[src/rtl/ptxq_pkg.sv]
`timescale 1ns / 1ps
// ----------------------------------------------------------------------------
// ptxq_pkg
// Shared constants and types for the transmit packet queue: the queue geometry,
// the node layout and the result status codes.
// ----------------------------------------------------------------------------
package ptxq_pkg;

    // Queue geometry. QUEUE_DEPTH may range from 2 to 1024.
    localparam int QUEUE_DEPTH = 16;
    localparam int IDX_W       = $clog2(QUEUE_DEPTH);
    localparam int CNT_W       = $clog2(QUEUE_DEPTH + 1);

    localparam logic [IDX_W-1:0] LAST_SLOT  = IDX_W'(QUEUE_DEPTH - 1);
    localparam logic [CNT_W-1:0] FULL_COUNT = CNT_W'(QUEUE_DEPTH);

    // Node layout: four bytes, byte 0 in the low bits and sent first.
    localparam int NODE_BYTES = 4;
    localparam int BYTE_W     = 8;
    localparam int NODE_W     = NODE_BYTES * BYTE_W;
    localparam int BSEL_W     = $clog2(NODE_BYTES);

    localparam logic [BSEL_W-1:0] LAST_BYTE = BSEL_W'(NODE_BYTES - 1);

    // Input command codes.
    typedef enum logic
    {
        CMD_ENQUEUE  = 1'b0,
        CMD_TX_READY = 1'b1
    } cmd_t;

    // Result status codes.
    typedef enum logic [1:0]
    {
        ST_ACCEPTED = 2'd0,
        ST_FULL     = 2'd1,
        ST_SENT     = 2'd2,
        ST_EMPTY    = 2'd3
    } status_t;

    // Step a ring index, wrapping from the last slot back to zero.
    function automatic logic [IDX_W-1:0] next_slot(input logic [IDX_W-1:0] slot);
        logic [IDX_W-1:0] result;
        if (slot == LAST_SLOT)
        begin
            result = '0;
        end
        else
        begin
            result = slot + IDX_W'(1);
        end
        return result;
    endfunction

endpackage

[src/rtl/packet_tx_queue.sv]
`timescale 1ns / 1ps
// ----------------------------------------------------------------------------
// packet_tx_queue
// Circular queue of four-byte transmit nodes held in a RAM. An enqueue beat stores
// a node unless the queue is full; a transmit-ready beat reports an empty queue or
// pops the oldest node and sends its four bytes, first byte first, last byte marked.
// ----------------------------------------------------------------------------
// Enqueue: one beat per cycle while the output is free and no node is being sent;
//   its result beat is registered in the cycle after acceptance.
// Transmit ready: the RAM registers the head node on acceptance, S_READ latches it
//   into the node register, and S_SEND registers one byte per beat while the output
//   is free. An empty queue answers with a single registered result beat.
// Reset (rst_n low, asynchronous): queue empty, head and tail at zero, idle
//   flag set, no result pending. Node storage is not cleared.

module packet_tx_queue (
    input  logic        clk,
    input  logic        rst_n,
    // Input stream.
    input  logic        s_tvalid,
    output logic        s_tready,
    input  logic [31:0] s_tdata,   // first_byte, second_byte, third_byte, fourth_byte
    input  logic        s_tuser,   // cmd
    // Result stream.
    output logic        m_tvalid,
    input  logic        m_tready,
    output logic [7:0]  m_tdata,   // tx_byte
    output logic        m_tlast,   // last
    output logic [2:0]  m_tuser    // status[1:0], idle
);

    typedef enum logic [2:0]
    {
        S_IDLE = 3'b001,
        S_READ = 3'b010,
        S_SEND = 3'b100
    } state_t;

    state_t                               state_reg, state_next;
    logic [ptxq_pkg::IDX_W-1:0]           head_reg, head_next;
    logic [ptxq_pkg::IDX_W-1:0]           tail_reg, tail_next;
    logic [ptxq_pkg::CNT_W-1:0]           count_reg, count_next;
    logic                                 idle_reg, idle_next;
    logic [ptxq_pkg::BSEL_W-1:0]          bsel_reg, bsel_next;
    logic [ptxq_pkg::NODE_W-1:0]          node_reg, node_next;

    logic                                 m_tvalid_reg, m_tvalid_next;
    logic [ptxq_pkg::BYTE_W-1:0]          m_tdata_reg, m_tdata_next;
    logic                                 m_tlast_reg, m_tlast_next;
    logic [2:0]                           m_tuser_reg, m_tuser_next;

    logic                                 out_free;
    logic                                 in_fire;
    logic                                 is_full;
    logic                                 is_empty;
    logic                                 ram_we;
    logic                                 ram_re;
    logic [ptxq_pkg::NODE_W-1:0]          ram_rdata;

    // Node storage.
    ptxq_ram #(
        .WIDTH (ptxq_pkg::NODE_W),
        .DEPTH (ptxq_pkg::QUEUE_DEPTH)
    ) u_node_ram (
        .clk   (clk),
        .we    (ram_we),
        .waddr (tail_reg),
        .wdata (s_tdata),
        .re    (ram_re),
        .raddr (head_reg),
        .rdata (ram_rdata)
    );

    // Handshake qualifiers.
    assign out_free = !m_tvalid_reg || m_tready;
    assign s_tready = (state_reg == S_IDLE) && out_free;
    assign in_fire  = s_tvalid && s_tready;
    assign is_full  = (count_reg == ptxq_pkg::FULL_COUNT);
    assign is_empty = (count_reg == '0);

    // Queue control and result generation.
    always_comb
    begin
        state_next    = state_reg;
        head_next     = head_reg;
        tail_next     = tail_reg;
        count_next    = count_reg;
        idle_next     = idle_reg;
        bsel_next     = bsel_reg;
        node_next     = node_reg;
        ram_we        = 1'b0;
        ram_re        = 1'b0;
        m_tvalid_next = m_tvalid_reg && !m_tready;
        m_tdata_next  = m_tdata_reg;
        m_tlast_next  = m_tlast_reg;
        m_tuser_next  = m_tuser_reg;

        case (state_reg)
            S_IDLE:
            begin
                if (in_fire)
                begin
                    m_tvalid_next = 1'b1;
                    m_tdata_next  = '0;
                    m_tlast_next  = 1'b1;
                    if (ptxq_pkg::cmd_t'(s_tuser) == ptxq_pkg::CMD_ENQUEUE)
                    begin
                        if (is_full)
                        begin
                            m_tuser_next = {idle_reg, ptxq_pkg::ST_FULL};
                        end
                        else
                        begin
                            ram_we       = 1'b1;
                            tail_next    = ptxq_pkg::next_slot(tail_reg);
                            count_next   = count_reg + ptxq_pkg::CNT_W'(1);
                            m_tuser_next = {idle_reg, ptxq_pkg::ST_ACCEPTED};
                        end
                    end
                    else if (is_empty)
                    begin
                        idle_next    = 1'b1;
                        m_tuser_next = {1'b1, ptxq_pkg::ST_EMPTY};
                    end
                    else
                    begin
                        // Pop: read the head node, results follow byte by byte.
                        ram_re        = 1'b1;
                        idle_next     = 1'b0;
                        head_next     = ptxq_pkg::next_slot(head_reg);
                        count_next    = count_reg - ptxq_pkg::CNT_W'(1);
                        m_tvalid_next = m_tvalid_reg && !m_tready;
                        m_tdata_next  = m_tdata_reg;
                        m_tlast_next  = m_tlast_reg;
                        state_next    = S_READ;
                    end
                end
            end

            S_READ:
            begin
                node_next  = ram_rdata;
                bsel_next  = '0;
                state_next = S_SEND;
            end

            S_SEND:
            begin
                if (out_free)
                begin
                    m_tvalid_next = 1'b1;
                    m_tdata_next  = node_reg[bsel_reg * ptxq_pkg::BYTE_W +: ptxq_pkg::BYTE_W];
                    m_tlast_next  = (bsel_reg == ptxq_pkg::LAST_BYTE);
                    m_tuser_next  = {1'b0, ptxq_pkg::ST_SENT};
                    bsel_next     = bsel_reg + ptxq_pkg::BSEL_W'(1);
                    if (bsel_reg == ptxq_pkg::LAST_BYTE)
                    begin
                        state_next = S_IDLE;
                    end
                end
            end

            default:
            begin
                state_next = S_IDLE;
            end
        endcase
    end

    // Control registers.
    always_ff @(posedge clk or negedge rst_n)
    begin
        if (!rst_n)
        begin
            state_reg    <= S_IDLE;
            head_reg     <= '0;
            tail_reg     <= '0;
            count_reg    <= '0;
            idle_reg     <= 1'b1;
            bsel_reg     <= '0;
            m_tvalid_reg <= 1'b0;
        end
        else
        begin
            state_reg    <= state_next;
            head_reg     <= head_next;
            tail_reg     <= tail_next;
            count_reg    <= count_next;
            idle_reg     <= idle_next;
            bsel_reg     <= bsel_next;
            m_tvalid_reg <= m_tvalid_next;
        end
    end

    // Payload registers.
    always_ff @(posedge clk)
    begin
        node_reg    <= node_next;
        m_tdata_reg <= m_tdata_next;
        m_tlast_reg <= m_tlast_next;
        m_tuser_reg <= m_tuser_next;
    end

    assign m_tvalid = m_tvalid_reg;
    assign m_tdata  = m_tdata_reg;
    assign m_tlast  = m_tlast_reg;
    assign m_tuser  = m_tuser_reg;

    // Checks on the queue bookkeeping.
    a_count_range: assert property (@(posedge clk) disable iff (!rst_n)
        count_reg <= ptxq_pkg::FULL_COUNT)
        else $error("entry count exceeds queue depth");

    a_ptr_match: assert property (@(posedge clk) disable iff (!rst_n)
        (is_empty || is_full) |-> (head_reg == tail_reg))
        else $error("head and tail disagree with entry count");

    a_no_write_full: assert property (@(posedge clk) disable iff (!rst_n)
        ram_we |-> !is_full)
        else $error("node written into a full queue");

    a_no_read_empty: assert property (@(posedge clk) disable iff (!rst_n)
        ram_re |-> !is_empty)
        else $error("node read from an empty queue");

    a_send_not_idle: assert property (@(posedge clk) disable iff (!rst_n)
        (state_reg == S_SEND) |-> !idle_reg)
        else $error("idle flag set while a node is being sent");

endmodule

[src/rtl/ptxq_ram.sv]
`timescale 1ns / 1ps
// ----------------------------------------------------------------------------
// ptxq_ram
// Generic single-clock RAM with one write port and one read port. Read data
// is registered and appears in the cycle after the read enable.
// ----------------------------------------------------------------------------
module ptxq_ram #(
    parameter int WIDTH = 32,
    parameter int DEPTH = 16
) (
    input  logic                     clk,
    input  logic                     we,
    input  logic [$clog2(DEPTH)-1:0] waddr,
    input  logic [WIDTH-1:0]         wdata,
    input  logic                     re,
    input  logic [$clog2(DEPTH)-1:0] raddr,
    output logic [WIDTH-1:0]         rdata
);

    logic [WIDTH-1:0] mem [DEPTH];
    logic [WIDTH-1:0] rdata_reg;

    // Write port and registered read port.
    always_ff @(posedge clk)
    begin
        if (we)
        begin
            mem[waddr] <= wdata;
        end
        if (re)
        begin
            rdata_reg <= mem[raddr];
        end
    end

    assign rdata = rdata_reg;

endmodule
[config.mk]
export PLATFORM = sky130hd
export DESIGN_NAME = packet_tx_queue
export DESIGN_NICKNAME = d
export VERILOG_FILES = /design/src/rtl/ptxq_pkg.sv /design/src/rtl/packet_tx_queue.sv /design/src/rtl/ptxq_ram.sv
export SDC_FILE = /design/constraint.sdc
export NUM_CORES = 1
export LEC_CHECK = 0
export BUFFER_PORTS_ARGS = -buffer_cell sky130_fd_sc_hd__buf_2
export CAP_MARGIN = 20
export CORE_ASPECT_RATIO = 1.25
export CORE_MARGIN = 2
export CORE_UTILIZATION = 60
export CTS_BUF_LIST = sky130_fd_sc_hd__clkbuf_8 sky130_fd_sc_hd__clkbuf_16
export CTS_CLUSTER_DIAMETER = 40
export CTS_CLUSTER_SIZE = 10
export DETAILED_ROUTE_END_ITERATION = 8
export PLACE_DENSITY = 0.77
export REMOVE_ABC_BUFFERS = 1
export SLEW_MARGIN = 0
export SYNTH_ARGS = -nofsm -noshare
export SYNTH_HDL_FRONTEND = slang
export SYNTH_HIERARCHICAL = 1
export SYNTH_SLANG_ARGS = --single-unit
export TNS_END_PERCENT = 50
[constraint.sdc]
create_clock -name clk -period 12.8 [get_ports clk]
set_input_delay 2.56 -clock clk [delete_from_list [all_inputs] [get_ports clk]]
set_output_delay 2.56 -clock clk [all_outputs]
set_load 0.05 [all_outputs]
==> results.py <==
metrics = {
    "min_path": {
        "holdCritPathClass": "flop to flop",
        "worstHoldStart": "u_node_ram/rdata[18]",
        "hold_end": "node_reg[18]",
        "worstHoldPathCells": 0,
    },
    "floorplanning": {
        "placementRows": 79,
        "start_util_pct": 61.2,
        "die_y_microns": 222,
        "core_area_sq_um": 37400,
        "ios": 51,
        "die_w_microns": 179,
        "die-area_sq_um": 39700,
    },
    "placement": {
        "gp_congestion": 0.803,
        "portBuffers": 50,
        "dpl_cell_area_sq_um": 23900,
        "dp_hpwl_microns": 25100,
    },
    "global_routing": {
        "antenna_found_initial": 1,
        "grt_remaining_overflow": 0,
        "grt_use_total_pct": 24.9,
        "grt_pass1_wl_microns": 70900,
        "grt_max_degree": 60,
        "grt_pass1_vias": 11200,
    },
    "routing": {
        "num_vias": 10600,
        "wl_per_cell_microns": 29.0,
        "drc": 0,
        "dr.pass1.iters": 6,
        "vias_per_cell": 6.52,
        "dr.first_iter.drc_count": 1111,
        "drtAntennaViolNets": 0,
        "routed_wl_microns": 47200,
    },
    "clock_tree": {
        "cts.sinks": 608,
        "cts_buffers": 74,
        "cts_tree": "built",
        "root_buffer": "clkbuf_16",
        "cts_hold_buf": 0,
        "ctsResizeCount": 0,
        "clkTransAtPathRegs_ns": 0.05,
        "clockBufferDepth": 3,
        "cts_max_level": 3,
        "cts_setup_buffers": 0,
        "clk_latency_ns": 0.59,
    },
    "yosys": {
        "synthCells": 1015,
        "yosysSeqAreaShare_pct": 79.4,
        "async_reset_ff_share_pct": 3.29,
        "netlist_area_sq_um": 22900,
        "synth.distinct_cells": 45,
        "synth_ff_type": "edfxtp_1",
        "ys_seq_elements": 608,
        "synth_enable_flop_cells": 588,
        "synth-warning-count": 6,
        "syn_avg_cell_area_sq_um": 22.5,
    },
    "power_and_ir_drop": {
        "powerDensity_nw_per_um2": 213,
        "leakagePower_uw": 0.00839,
        "irDropWorstVdd_v": 0.000131,
    },
    "timing": {
        "hold_viol_final": 0,
        "max_freq_mhz": 168,
        "setup_viol": 0,
        "finalMaxSlewViolations": 0,
        "skew_ns": 0.0223,
        "fin_crit_ns": 5.96,
        "tns_ns": 0,
        "fin_crit_sh_pct": 46.6,
        "max_slew.worst_pin.slew_ns": 1.16,
        "slew_headroom_pct": 22.7,
        "rsz0062_at_grt": "false",
    },
    "layout": {
        "design_area_sq_um": 26000,
        "diodes": 0,
        "layout-drive-gt1-share_pct": 29.3,
        "fillers": 2094,
        "layout_commonest_cell": "edfxtp_1",
        "largest_register_ffs": 512,
        "final_core_util_pct": 69.6,
        "area_growth_syn_to_layout_pct": 13.8,
        "layout_common_cells": "edfxtp_1 (588), mux4_2 (136), clkbuf_16 (76), a22oi_1 (64), buf_2 (50)",
        "fin_nets": 1161,
    },
    "status": {
        "status": "finished clean",
    },
    "critical_path": {
        "cp.arrival_ns": 3.40,
        "regToRegSetupSlack_ns": 9.28,
        "crit_type": "primary input to output port",
        "critPathLaunchType": "primary input",
        "required_ns": 10.24,
        "crit_fanout": 3,
        "r2r_cells": 5,
        "reg2reg_to": "u_node_ram/rdata[28]",
        "crit_path_end_kind": "output port",
        "r2r_start": "head_reg[0]",
    },
    "job": {
        "maxCapViolCount": 0,
    },
}
==> layout make-up <==
class | instances | area (sq um) | share of cell area, %
clock inverter | 25 | 214 | 0.822
timing repair buffer | 75 | 492 | 1.89
inverter | 5 | 18.8 | 0.0721
clock buffer | 77 | 1920 | 7.36
multi-input combinational | 353 | 4600 | 17.7
tap | 486 | 608 | 2.34
sequential | 608 | 18200 | 69.8
==> synth_stat cells, drive strengths merged (6+ instances only) <==
library cell	n	area share, %
edfxtp	588	77
mux4	136	13
a22oi	64	2.1
nand2	44	0.72
buf	28	0.66
nor2	23	0.39
clkbuf	21	0.34
dfrtp	18	2.0
nor2b	13	0.36
o21ai	11	0.29
a21oi	9	0.20
ha	6	0.33
==> critical path, cell delays in order <==
cell     delay [ns]
buf_2          0.09
nor2b_1        0.07
nor4b_1        0.34
buf_2          0.34
==> routing by layer <==
layer	vias up	track usage, %	part of all wire [%]
met2	475	41.1	52
li1	4453	-	-
met1	5594	32.8	37
met5	-	0	0
met4	0	9.60	3.1
met3	97	5.58	7.4
==> kinds of logic after synthesis <==
logic type      after synthesis  share of synthesized area (%)
compound gates               93                           2.89
xor+xnor                      6                          0.230
fa+ha+maj                     7                          0.416
buf+inv                      54                           1.08
flops                       608                           79.4
mux                         142                           13.7
simple gates                105                           2.28
==> worst max-delay path by stage <==
| stage | from | slack [ns] | to |
|---|---|---|---|
| final | m_tready | 6.84 | s_tready |
| after global routing | m_tready | 6.82 | s_tready |
| after CTS | m_tready | 6.83 | s_tready |
| after detailed placement | m_tready | 6.90 | s_tready |
| after global placement | m_tready | 6.96 | s_tready |
| after floorplan | m_tready | 6.00 | s_tready |
==> power breakdown <==
part           leakage, uW  switching, uW  total, uW  internal [uW]
registers          0.00555            127       2480           2350
clock network      0.00109            730       1840           1110
logic              0.00176            677       1220            544
==> per-stage QoR <==
step / power [uW] / instances / hold WS [ns] / setup WS (ns)
global placement: 3680 / 1522 / 0.401 / 6.96
global route: 5740 / 1629 / 0.419 / 6.82
detailed placement: 3720 / 1525 / 0.405 / 6.90
CTS: 5570 / 1627 / 0.416 / 6.83
floorplan: 3460 / 966 / 0.400 / 6.00
finish: 5540 / 1629 / 0.416 / 6.84
Note: power is estimated with default switching activity, not from simulation.
